===== src/hdl/bppr_pkg.sv =====
// Package for the buffer pool page replacer: sizes, command and status codes.
// No dependencies.
package bppr_pkg;
    localparam int NUM_FRAMES = 16;
    localparam int FW = $clog2(NUM_FRAMES);
    localparam int PAGE_W = 24;
    localparam int ENTRY_W = 1 + 1 + 16 + 32 + PAGE_W;

    localparam logic [2:0] CMD_PIN = 3'd0;
    localparam logic [2:0] CMD_UNPIN = 3'd1;
    localparam logic [2:0] CMD_DIRTY = 3'd2;
    localparam logic [2:0] CMD_FORCE = 3'd3;
    localparam logic [2:0] CMD_FLUSH = 3'd4;

    localparam logic [1:0] ST_OK = 2'd0;
    localparam logic [1:0] ST_NOT_RES = 2'd1;
    localparam logic [1:0] ST_ALL_PINNED = 2'd2;
    localparam logic [1:0] ST_UNPIN_ZERO = 2'd3;

    localparam logic [1:0] OP_NONE = 2'd0;
    localparam logic [1:0] OP_READ = 2'd1;
    localparam logic [1:0] OP_WRITE = 2'd2;
    localparam logic [1:0] OP_WRITE_READ = 2'd3;

    localparam logic [1:0] MODE_LRU = 2'd1;
    localparam logic [1:0] MODE_CLOCK = 2'd2;

    typedef struct packed {
        logic valid;
        logic dirty;
        logic [15:0] fix;
        logic [31:0] stamp;
        logic [PAGE_W-1:0] page;
    } entry_t;

    typedef struct packed {
        logic [1:0] status;
        logic [FW-1:0] frame;
        logic [1:0] op;
        logic [PAGE_W-1:0] wpage;
        logic last;
    } result_t;
endpackage


===== src/hdl/bppr_frame_ram.sv =====
// Frame table memory: one write port, one registered read port.
// Depends on bppr_pkg.
module bppr_frame_ram
    import bppr_pkg::*;
(
    input  logic          aclk,
    input  logic          we,
    input  logic [FW-1:0] waddr,
    input  entry_t        wdata,
    input  logic [FW-1:0] raddr,
    output entry_t        rdata
);
    entry_t mem [NUM_FRAMES];

    always_ff @(posedge aclk) begin
        if (we) begin
            mem[waddr] <= wdata;
        end
        rdata <= mem[raddr];
    end
endmodule


===== src/hdl/bppr_engine.sv =====
// Command sequencer: scans the frame table over the memory port and updates it.
// Depends on bppr_pkg and bppr_frame_ram.
module bppr_engine
    import bppr_pkg::*;
(
    input  logic              aclk,
    input  logic              aresetn,
    input  logic [1:0]        mode,
    input  logic              in_valid,
    output logic              in_ready,
    input  logic [2:0]        in_cmd,
    input  logic [PAGE_W-1:0] in_page,
    output logic              res_valid,
    input  logic              res_ready,
    output result_t           res,
    output logic [31:0]       reads,
    output logic [31:0]       writes
);
    typedef enum logic [6:0] {
        S_IDLE  = 7'b0000001,
        S_SCAN  = 7'b0000010,
        S_VSCAN = 7'b0000100,
        S_READ  = 7'b0001000,
        S_EXEC  = 7'b0010000,
        S_EMIT  = 7'b0100000,
        S_CLEAR = 7'b1000000
    } state_t;

    localparam logic [FW:0] NF = (FW+1)'(NUM_FRAMES);

    state_t state_reg, state_next;
    logic [NUM_FRAMES-1:0] valid_reg, valid_next;
    logic [2:0] cmd_reg, cmd_next;
    logic [PAGE_W-1:0] page_reg, page_next;
    logic [FW:0] cnt_reg, cnt_next;
    logic [FW-1:0] addr_reg, addr_next;
    logic hit_reg, hit_next;
    logic [FW-1:0] hitf_reg, hitf_next;
    logic empty_reg, empty_next;
    logic [FW-1:0] emptyf_reg, emptyf_next;
    logic cand_reg, cand_next;
    logic [FW-1:0] candf_reg, candf_next;
    logic [31:0] cands_reg, cands_next;
    logic any_reg, any_next;
    logic [FW-1:0] target_reg, target_next;
    logic [31:0] usec_reg, usec_next;
    logic [FW-1:0] hand_reg, hand_next;
    logic [FW-1:0] head_reg, head_next;
    logic [31:0] rd_reg, rd_next, wr_reg, wr_next;
    logic out_v_reg, out_v_next;
    result_t out_reg, out_next;
    logic pend_reg, pend_next;

    logic we;
    logic [FW-1:0] waddr, raddr;
    entry_t wdata, rdata, ent;

    bppr_frame_ram u_ram (
        .aclk(aclk), .we(we), .waddr(waddr), .wdata(wdata),
        .raddr(raddr), .rdata(rdata)
    );

    assign in_ready = (state_reg == S_IDLE) && !out_v_reg;
    assign res_valid = out_v_reg;
    assign res = out_reg;
    assign reads = rd_reg;
    assign writes = wr_reg;

    function automatic logic [31:0] sat_inc(input logic [31:0] v);
        return (v == 32'hFFFF_FFFF) ? v : v + 32'd1;
    endfunction

    always_comb begin
        logic [FW-1:0] idx;
        logic vv;
        state_next = state_reg;
        valid_next = valid_reg;
        cmd_next = cmd_reg;
        page_next = page_reg;
        cnt_next = cnt_reg;
        addr_next = addr_reg;
        hit_next = hit_reg;
        hitf_next = hitf_reg;
        empty_next = empty_reg;
        emptyf_next = emptyf_reg;
        cand_next = cand_reg;
        candf_next = candf_reg;
        cands_next = cands_reg;
        any_next = any_reg;
        target_next = target_reg;
        usec_next = usec_reg;
        hand_next = hand_reg;
        head_next = head_reg;
        rd_next = rd_reg;
        wr_next = wr_reg;
        out_v_next = out_v_reg;
        out_next = out_reg;
        pend_next = pend_reg;
        we = 1'b0;
        waddr = addr_reg;
        wdata = rdata;
        raddr = addr_reg;
        idx = cnt_reg[FW-1:0] - 1'b1;
        vv = valid_reg[idx];
        ent = rdata;
        ent.valid = vv;
        if (!vv) begin
            ent.dirty = 1'b0;
            ent.fix = 16'd0;
            ent.stamp = 32'd0;
        end
        if (out_v_reg && res_ready) begin
            out_v_next = 1'b0;
        end
        case (state_reg)
            S_IDLE: begin
                raddr = '0;
                if (in_valid && in_ready) begin
                    cmd_next = in_cmd;
                    page_next = in_page;
                    cnt_next = '0;
                    hit_next = 1'b0;
                    empty_next = 1'b0;
                    cand_next = 1'b0;
                    any_next = 1'b0;
                    if (in_cmd > CMD_FLUSH) begin
                        out_next = '{ST_OK, '0, OP_NONE, '0, 1'b1};
                        out_v_next = 1'b1;
                    end else begin
                        state_next = in_cmd == CMD_FLUSH ? S_CLEAR : S_SCAN;
                    end
                end
            end
            S_SCAN: begin
                // Issue read for entry cnt, examine entry cnt-1.
                raddr = cnt_reg[FW-1:0];
                if (cnt_reg != '0) begin
                    if (vv && rdata.page == page_reg && !hit_reg) begin
                        hit_next = 1'b1;
                        hitf_next = idx;
                    end
                    if (!vv && !empty_reg) begin
                        empty_next = 1'b1;
                        emptyf_next = idx;
                    end
                    if (ent.fix == 16'd0 &&
                        (!cand_reg || ent.stamp < cands_reg)) begin
                        cand_next = 1'b1;
                        candf_next = idx;
                        cands_next = ent.stamp;
                    end
                end
                cnt_next = cnt_reg + 1'b1;
                if (cnt_reg == NF) begin
                    if (hit_next) begin
                        target_next = hitf_next;
                        addr_next = hitf_next;
                        state_next = S_READ;
                    end else if (cmd_reg != CMD_PIN) begin
                        out_next = '{ST_NOT_RES, '0, OP_NONE, '0, 1'b1};
                        out_v_next = 1'b1;
                        state_next = S_IDLE;
                    end else if (empty_next) begin
                        target_next = emptyf_next;
                        addr_next = emptyf_next;
                        state_next = S_READ;
                    end else if (!cand_next) begin
                        out_next = '{ST_ALL_PINNED, '0, OP_NONE, '0, 1'b1};
                        out_v_next = 1'b1;
                        state_next = S_IDLE;
                    end else if (mode == MODE_LRU) begin
                        target_next = candf_next;
                        addr_next = candf_next;
                        state_next = S_READ;
                    end else begin
                        addr_next = mode == MODE_CLOCK ? hand_reg : head_reg;
                        pend_next = 1'b0;
                        state_next = S_VSCAN;
                    end
                end
            end
            S_VSCAN: begin
                // Each entry is handled in two steps: read, then decide.
                if (!pend_reg) begin
                    pend_next = 1'b1;
                end else begin
                    pend_next = 1'b0;
                    addr_next = addr_reg + 1'b1;
                    if (rdata.fix == 16'd0 &&
                        (mode != MODE_CLOCK || rdata.stamp == 32'd0)) begin
                        target_next = addr_reg;
                        if (mode == MODE_CLOCK) begin
                            hand_next = addr_reg + 1'b1;
                        end else begin
                            head_next = addr_reg + 1'b1;
                        end
                        addr_next = addr_reg;
                        state_next = S_READ;
                    end else if (rdata.fix == 16'd0) begin
                        we = 1'b1;
                        waddr = addr_reg;
                        wdata = rdata;
                        wdata.stamp = 32'd0;
                    end
                end
            end
            S_READ: begin
                state_next = S_EXEC;
            end
            S_EXEC: begin
                state_next = S_IDLE;
                out_v_next = 1'b1;
                waddr = target_reg;
                wdata = rdata;
                out_next = '{ST_OK, target_reg, OP_NONE, '0, 1'b1};
                case (cmd_reg)
                    CMD_PIN: begin
                        we = 1'b1;
                        usec_next = usec_reg + 32'd1;
                        if (hit_reg) begin
                            if (rdata.fix != 16'hFFFF) wdata.fix = rdata.fix + 16'd1;
                            if (mode == MODE_LRU) wdata.stamp = usec_next;
                            else if (mode == MODE_CLOCK) wdata.stamp = 32'd1;
                        end else begin
                            out_next.op = OP_READ;
                            if (valid_reg[target_reg] && rdata.dirty) begin
                                wr_next = sat_inc(wr_reg);
                                out_next.op = OP_WRITE_READ;
                                out_next.wpage = rdata.page;
                            end
                            rd_next = sat_inc(rd_reg);
                            valid_next[target_reg] = 1'b1;
                            wdata.valid = 1'b1;
                            wdata.dirty = 1'b0;
                            wdata.fix = 16'd1;
                            wdata.page = page_reg;
                            wdata.stamp = mode == MODE_LRU ? usec_next :
                                          mode == MODE_CLOCK ? 32'd1 : 32'd0;
                        end
                    end
                    CMD_UNPIN: begin
                        if (rdata.fix == 16'd0) begin
                            out_next.status = ST_UNPIN_ZERO;
                        end else begin
                            we = 1'b1;
                            wdata.fix = rdata.fix - 16'd1;
                        end
                    end
                    CMD_DIRTY: begin
                        we = 1'b1;
                        wdata.dirty = 1'b1;
                    end
                    default: begin
                        we = 1'b1;
                        wdata.dirty = 1'b0;
                        wr_next = sat_inc(wr_reg);
                        out_next.op = OP_WRITE;
                        out_next.wpage = rdata.page;
                    end
                endcase
            end
            S_CLEAR: begin
                // Flush: read entry cnt, act on entry cnt-1 when the output is free.
                // Each written frame is held back until the next one is found, so
                // that the final word of the command can carry last.
                raddr = cnt_reg[FW-1:0];
                if (cnt_reg == '0) begin
                    cnt_next = (FW+1)'(1);
                end else if (!out_v_reg) begin
                    if (vv && rdata.dirty && rdata.fix == 16'd0) begin
                        we = 1'b1;
                        waddr = idx;
                        wdata = rdata;
                        wdata.dirty = 1'b0;
                        if (any_reg) begin
                            wr_next = sat_inc(wr_reg);
                            out_next = '{ST_OK, target_reg, OP_WRITE, page_reg, 1'b0};
                            out_v_next = 1'b1;
                        end
                        any_next = 1'b1;
                        target_next = idx;
                        page_next = rdata.page;
                    end
                    cnt_next = cnt_reg + 1'b1;
                    if (cnt_reg == NF) begin
                        state_next = S_EMIT;
                    end
                end else begin
                    raddr = idx;
                end
            end
            S_EMIT: begin
                if (!out_v_reg) begin
                    state_next = S_IDLE;
                    if (any_reg) begin
                        wr_next = sat_inc(wr_reg);
                        out_next = '{ST_OK, target_reg, OP_WRITE, page_reg, 1'b1};
                    end else begin
                        out_next = '{ST_OK, '0, OP_NONE, '0, 1'b1};
                    end
                    out_v_next = 1'b1;
                end
            end
            default: state_next = S_IDLE;
        endcase
    end

    always_ff @(posedge aclk) begin
        if (!aresetn) begin
            state_reg <= S_IDLE;
            valid_reg <= '0;
            usec_reg <= '0;
            hand_reg <= '0;
            head_reg <= '0;
            rd_reg <= '0;
            wr_reg <= '0;
            out_v_reg <= 1'b0;
            pend_reg <= 1'b0;
        end else begin
            state_reg <= state_next;
            valid_reg <= valid_next;
            usec_reg <= usec_next;
            hand_reg <= hand_next;
            head_reg <= head_next;
            rd_reg <= rd_next;
            wr_reg <= wr_next;
            out_v_reg <= out_v_next;
            pend_reg <= pend_next;
        end
        cmd_reg <= cmd_next;
        page_reg <= page_next;
        cnt_reg <= cnt_next;
        addr_reg <= addr_next;
        hit_reg <= hit_next;
        hitf_reg <= hitf_next;
        empty_reg <= empty_next;
        emptyf_reg <= emptyf_next;
        cand_reg <= cand_next;
        candf_reg <= candf_next;
        cands_reg <= cands_next;
        any_reg <= any_next;
        target_reg <= target_next;
        out_reg <= out_next;
    end
endmodule


===== src/hdl/buffer_pool_page_replacer_unit.sv =====
// Buffer pool page replacer. A command scans the sixteen frame entries through the
// single read port of the frame memory, then reads and writes back the chosen frame.
// A clock or FIFO victim search adds a read step and a decide step per frame visited,
// up to 32 frames for clock and 16 for FIFO; flush all visits each frame and waits
// while the downstream side holds each result word.
// A new command is taken only after the last result word of the previous one is accepted.
// Depends on bppr_pkg and bppr_engine.
module buffer_pool_page_replacer_unit
    import bppr_pkg::*;
(
    input  logic        aclk,
    input  logic        aresetn,
    input  logic        cfg_we,
    input  logic [1:0]  cfg_wdata,
    input  logic        s_tvalid,
    output logic        s_tready,
    input  logic [31:0] s_tdata,   // cmd[2:0], page_num[26:3], zero pad
    output logic        m_tvalid,
    input  logic        m_tready,
    output logic [95:0] m_tdata,   // status, frame_index, disk_op, write_page,
                                   // read_count, write_count
    output logic        m_tlast
);
    logic [1:0] mode_reg;
    result_t r;
    logic [31:0] rc, wc;

    always_ff @(posedge aclk) begin
        if (!aresetn) mode_reg <= 2'd0;
        else if (cfg_we) mode_reg <= cfg_wdata;
    end

    bppr_engine u_eng (
        .aclk(aclk), .aresetn(aresetn), .mode(mode_reg),
        .in_valid(s_tvalid), .in_ready(s_tready),
        .in_cmd(s_tdata[2:0]), .in_page(s_tdata[26:3]),
        .res_valid(m_tvalid), .res_ready(m_tready), .res(r),
        .reads(rc), .writes(wc)
    );

    assign m_tdata = {wc, rc, r.wpage, r.op, r.frame, r.status};
    assign m_tlast = r.last;
endmodule


===== config.mk =====
export PLATFORM = sky130hd
export DESIGN_NAME = buffer_pool_page_replacer_unit
export DESIGN_NICKNAME = d
export VERILOG_FILES = /design/src/hdl/bppr_pkg.sv /design/src/hdl/bppr_frame_ram.sv /design/src/hdl/bppr_engine.sv /design/src/hdl/buffer_pool_page_replacer_unit.sv
export SDC_FILE = /design/constraint.sdc
export NUM_CORES = 2
export LEC_CHECK = 0
export BUFFER_PORTS_ARGS = -buffer_cell sky130_fd_sc_hd__buf_2
export CAP_MARGIN = 20
export CORE_MARGIN = 1.5
export CORE_UTILIZATION = 55
export CTS_BUF_LIST = sky130_fd_sc_hd__clkbuf_2
export CTS_CLUSTER_SIZE = 40
export DETAILED_ROUTE_END_ITERATION = 12
export PLACE_DENSITY = 0.81
export SLEW_MARGIN = 20
export SYNTH_ARGS = -nofsm -noshare
export SYNTH_HDL_FRONTEND = slang
export SYNTH_SLANG_ARGS = --single-unit

===== constraint.sdc =====
create_clock -name aclk -period 12 [get_ports aclk]
set_clock_uncertainty 0.15 [all_clocks]
set_input_delay 2.4 -clock aclk [delete_from_list [all_inputs] [get_ports aclk]]
set_output_delay 2.4 -clock aclk [all_outputs]
set_load 0.01 [all_outputs]

Yosys cells after proc, flatten, opt, wreduce, memory -nomap -nowiden:

Memories as Yosys holds them, arrays and structs flattened. A register that Yosys moved wholly into a read port is not among the register bits.
Cells that the tools add are included.

* add/sub/neg operators: 8
* mux-type cells: 166
* reductions and logical operators: 50
* equality and inequality tests: 45
* magnitude comparators: 5
* bitwise operators: 4

Operator list (count)
* two-way mux 33 bit: 12
* two-way mux 32 bit: 11
* two-way mux 56 bit: 4
* one-hot mux 74 bit (3 select lines): 1
* two-way mux 73 bit: 3
* one-hot mux 33 bit (5 select lines): 1
* two-way mux 4 bit: 32
* two-way mux 24 bit: 5
* two-way mux 7 bit: 14
* adder 32 x 1 -> 32 bit (second input constant): 3
* two-way mux 48 bit: 2
* one-hot mux 32 bit (3 select lines): 1
* == test 32 bit (second input constant): 2
* one-hot mux 32 bit (2 select lines): 1
* two-way mux 26 bit: 2
* one-hot mux 26 bit (2 select lines): 1
* two-way mux 1 bit: 48
* one-hot mux 24 bit (2 select lines): 1
* one-hot mux 7 bit (6 select lines): 1
* zero test 16 bit: 2
* zero test 32 bit: 1
* < comparator 32 bit: 1
* two-way mux 16 bit: 2
* one-hot mux 16 bit (2 select lines): 1
* 60 further kinds: 126

* bits in registers: 252
* output and inout bits: 99
* memories: 1
* logic and storage cells: 307
* RAM bits: 1184

Memory list
* u_eng.u_ram.mem: depth 16, width 74, rd ports 1, clocked after Yosys merged registers in 1, wr ports 1, RTL line bppr_frame_ram.sv:13 `entry_t mem [NUM_FRAMES];`

Depth between registers and ports, before layout:

* word-level depth: 16
* mapped depth: 18

Hierarchy:

A second synthesis with hierarchy kept.

* cells, all modules: 3621
* area total of the unflattened synthesis: 60890.9 µm²

By module, submodules not included
* bppr_frame_ram: cells each 1901, instances 1, area an instance 45762.6 µm²
* bppr_engine: cells each 1714, instances 1, area an instance 15055.7 µm²
* buffer_pool_page_replacer_unit: cells each 6, instances 1, area an instance 72.6 µm²

Worst setup path before layout:

OpenSTA, ideal clock, no wires.

* path type: reg2reg
* from: register u_eng.cnt_reg[0]
* to: memory u_eng.u_ram.mem[10][0] (netlist bit) (enable)
* setup time: 0.609 ns
* buffers on the path: 5
* cell stages (with the launch flop): 15
* data required time: 11.241 ns
* arrival: 8.503 ns
* setup slack: 2.738 ns
* path through: edfxtp_1 buf_2 clkbuf_1 inv_1 ha_1 clkbuf_1 mux4_2 mux2i_1 mux2_2 clkbuf_1 clkbuf_1 o211ai_1 o211ai_1 nand2_1 nor3b_1

* cells in the longest elaborated chain, start to end: 11
* elaborated cells between the ends (all ways): 16

RTL lines
* start, declared: RTL line bppr_engine.sv:35 `logic [FW:0] cnt_reg, cnt_next;`
* start signal, assigned: RTL line bppr_engine.sv:332 `cnt_reg <= cnt_next;`
* subtractor 4 x 1 -> 4 bit: RTL line bppr_engine.sv:103 `idx = cnt_reg[FW-1:0] - 1'b1;`
* binary-select mux 1 bit (select 4 bit): RTL line bppr_engine.sv:104 `vv = valid_reg[idx];`
* two-way mux 1 bit (not written as such): RTL line bppr_engine.sv:104
* logical AND 1 bit (2 in a row): RTL line bppr_engine.sv:270 `if (vv && rdata.dirty && rdata.fix == 16'd0) begin`
* two-way mux 1 bit: RTL line bppr_engine.sv:270
* two-way mux 1 bit: RTL line bppr_engine.sv:269 `end else if (!out_v_reg) begin`
* two-way mux 1 bit: RTL line bppr_engine.sv:267 `if (cnt_reg == '0) begin`
* one-hot mux 1 bit (3 select lines): RTL line bppr_engine.sv:115 `case (state_reg)`
* two-way mux 1 bit: RTL line bppr_frame_ram.sv:16 `if (we) begin`
* two-way mux 1 bit (not written as such): RTL line bppr_frame_ram.sv:17 `mem[waddr] <= wdata;`
* end, declared: RTL line bppr_frame_ram.sv:13

Parallel ways exist; a longest one is shown, timed or not. The select of a mux whose other input is x is not followed.

Worst setup path in the final report:

* from: register u_eng.cnt_reg[0]
* to: memory u_eng.u_ram.mem[6][33] (netlist bit) (enable)

The elaborated chain is that of the path after synthesis.

==> summary.md <==
| Metric | Value |
|---|---|
| Post-synthesis xor/xnor area fraction | `0.0155` |
| Final setup viols | `0` |
| Port Buf Inserts | `132` |
| H-Tree Depth | `5` |
| Critical Path AT | `8000 ps` |
| CP top delay family | `buffers and inverters` |
| Die area | `0.115 sq mm` |
| Post_cts resized | `0` |
| Slew of the pin with the lowest slew margin | `1160 ps` |
| Status | `complete, no violations` |
| Share of layout cells above drive strength 1 | `0.259` |
| Mux share of post-synthesis cell area | `0.0862` |
| Worst flop-to-flop path startpoint | `u_eng.cnt_reg[0]` |
| Grt ovf | `0` |
| CP bufs+invs | `3` |
| CP Max Fanout | `31` |
| RSZ-0062 raised after global routing | `no` |
| Design area | `a little under 0.07 sq mm` |
| Startpoint Class | `register` |
| Synth Area in Simple Gates | `0.100` |
| Min-delay src | `u_eng.head_reg[1]` |
| Mean Syn Cell Area | `13.7 sq um` |
| Pwr per Cell Area | `212 mW/mm^2` |
| Slew Limit Fails | `0` |
| CP Class | `reg2reg` |
| Nets@finish | `4957` |
| Slew headroom | `0.225` |
| Max-capacitance violation count | `0` |
| Fin crit period | `approximately 7000 ps` |
| Crit path depth | `11` |
| Clock root buffer | `clkbuf_2` |
| Num ports | `138` |
| Synth area leaders | `edfxtp_1 (62%), mux2_2 (8.0%), dfxtp_1 (6.5%), nand3_1 (2.9%), o21ai_0 (2.3%)` |
| Post-Synth Adder-Cell Area | `0.00803` |
| DP HPWL | `approximately 85 mm` |
| Synth Area in Compound Gates | `0.0815` |
| Post-synth top area share | `0.621` |
| Largest reg by FF count | `u_eng.u_ram.mem` |
| CTS sink count | `1493` |
| Cell Area, Synth | `about 0.062 sq mm` |
| Crit path launch | `u_eng.cnt_reg[0]` |
| Yosys Warn Count | `0` |
| Sw Ratio | `0.353` |
| Worst-path clk slew | `approximately 100 ps` |
| Die Ht | `about 340 um` |
| Final Hold Vio Count | `0` |
| Sum Neg Setup Slack | `0 ps` |
| Most frequent cell after synthesis | `edfxtp_1` |
| Clk_lat worst skew | `between 1500 and 2000 ps` |
| Critical Path RT | `12950 ps` |
| Largest net degree at the start of global routing | `between 150 and 200` |
| Leak | `23.6 nW` |
| Post-synthesis cell type count | `76` |
| Internal | `around 9.4 mW` |
| Via density | `6.30` |
| 1st-iter DRT viols | `5324` |
| CP max-delay cell | `edfxtp_1` |
| Initial antenna violation count | `3` |
| Routed via count | `about 42000` |
| Post-Synthesis Cells | `4556` |
| Number of global-route vias before repair | `41400` |
| Reg2Reg Depth | `11` |
| Post-synth top area cell | `edfxtp_1` |
| Post-place instance area | `0.0649 sq mm` |
| Top_reg_cell synth | `edfxtp_1` |
| Core area | `0.112 sq mm` |
| Total track usage | `0.271` |
| Critical-path cell list | `inv_1 > ha_1 > mux4_2 > mux2i_1 > mux2_2 > o211ai_1 > a21oi_1 > o21ai_0 > nor2_4 > buf_4 > buf_4` |
| Average wire per standard cell | `24.0 um` |
| Post-CTS setup buffers | `0` |
| Seq pwr share | `0.476` |
| Clock Power Share | `0.227` |
| Maximum vdd drop | `219 uV` |
| Largest family of logic cells by synthesized area | `simple AND/OR/NAND/NOR gates` |
| Gate power share | `0.297` |
| FF+latch count, synth | `1493` |
| P&R area growth vs syn | `9.47%` |
| DRC violations left | `0` |
| Max Clk Rate | `0.142 GHz` |
| Global placement routability congestion | `0.929` |
| Fin crit share | `0.588` |
| Commonest cells post-synth | `edfxtp_1 (1289), mux2_2 (444), nand3_1 (361)` |
| Starting Density | `0.554` |
| Number of synthesized flops with an enable pin | `about 1300` |
| Final ANT Viol Nets | `0` |
| Crit. End Element | `register` |
| CTS tree | `built` |
| Total power | `~14 mW` |
| Synthesized Nets | `4635` |
| Hold Buf Count CTS | `0` |
| Die X | `340 um` |
| Max incr delay on CP | `810 ps` |
| Pre-Repair DR Iteration Count | `11` |
| Critical Path Most Common Cell | `buf_4` |
| Finished Core Util | `0.607` |
| FP Rows | `between 100 and 150` |
| Async SR Flop Fraction | `0` |
| NetSw | `5.12 mW` |
| Clock buffer count from CTS | `367` |
| Max FFs per register | `1168` |
| Post-Route WL | `between 150 and 200 mm` |
| Hold Path Class | `reg2reg` |
| First-pass GRT wire length | `roughly 240 mm` |
| WHS Path Cells | `2` |
| Seq/Total Area, Yosys | `0.686` |
| Clk buf depth | `4` |
[cell type report]
class	count	area (sq um)
Fill cell	8293	44200
Sequential cell	1493	42800
Multi-Input combinational cell	2702	18500
Clock buffer	561	2810
Tap cell	1500	1880
Timing Repair Buffer	244	1560
Clock inverter	90	473
Inverter	70	264
Antenna cell	4	10.0
[worst register-to-register path: stages, from the launching register on]
cell and delay [ps]:
edfxtp_1 810, inv_1 330, ha_1 760, mux4_2 580, mux2i_1 430, mux2_2 570, o211ai_1 210, a21oi_1 290
o21ai_0 380, nor2_4 670, buf_4 660, buf_4 690
[cells in the final DEF, fill, tap and decap left out, drive strengths merged, types with 10 or more instances in the layout]
cell type,netlist,final
clkbuf,235,562
clkinv,1,81
a21o,10,10
o21ai,283,283
and2,69,69
dfxtp,204,204
o31ai,12,12
and3,16,16
o211ai,18,18
inv,69,73
o22ai,223,223
nand4,33,33
nor4,128,128
nor2,137,137
ha,40,40
a21oi,155,155
a22o,27,27
nor3,39,39
and4,11,11
or4,18,18
xor2,51,51
nand2,318,318
nand3,361,361
or3,47,47
xnor2,59,59
nand2b,15,15
o221ai,12,12
mux2i,17,17
mux2,444,444
nor2b,13,13
a31oi,14,14
edfxtp,1289,1289
buf,56,243
a21boi,17,17
[power by group through the flow]
stage,combinational (mW),sequential [mW],clock (mW)
after global routing,4.57,6.92,3.60
final,4.30,6.90,3.29
after global placement,4.05,6.99,0
after floorplan,2.90,6.85,0
after detailed placement,4.18,7.00,0
after CTS,4.20,6.88,3.34
[layer usage]
layer / vias up / GRT usage / part of all wire
li1: 18400 / - / -
met1: 20300 / 0.356 / 0.38
met2: 2814 / 0.434 / 0.47
met3: 434 / 0.0584 / 0.12
met4: 0 / 0.120 / 0.036
met5: - / 0 / 0
[cell families (layout without fill, tap and decap cells)]
| logic type | Yosys count | after routing |
|---|---|---|
| flops | 1493 | 1493 |
| fa+ha+maj | 40 | 40 |
| other cells | 0 | 4 |
| simple gates | 1238 | 1238 |
| compound gates | 844 | 844 |
| buf+inv | 361 | 965 |
| mux | 470 | 470 |
| xor+xnor | 110 | 110 |
[path summary, 6_finish.rpt]
path	endpoint	slack [ps]
worst max-delay path	u_eng.u_ram.mem[6][33]	4950
worst min-delay path	u_eng.head_reg[1]	320
worst max register to register	u_eng.u_ram.mem[6][33]	4950
worst min register to register	u_eng.head_reg[1]	320
[metrics by stage]
stage                     hold slack, ps  std cells  setup slack (ps)
after floorplan                      292       4556              2740
after global placement               299       6005              5350
after detailed placement             312       6005              5240
after CTS                            323       6656              5090
after global routing                 354       6664              4790
final                                325       6664              4950
No activity file was read; power rests on OpenSTA's default activity.
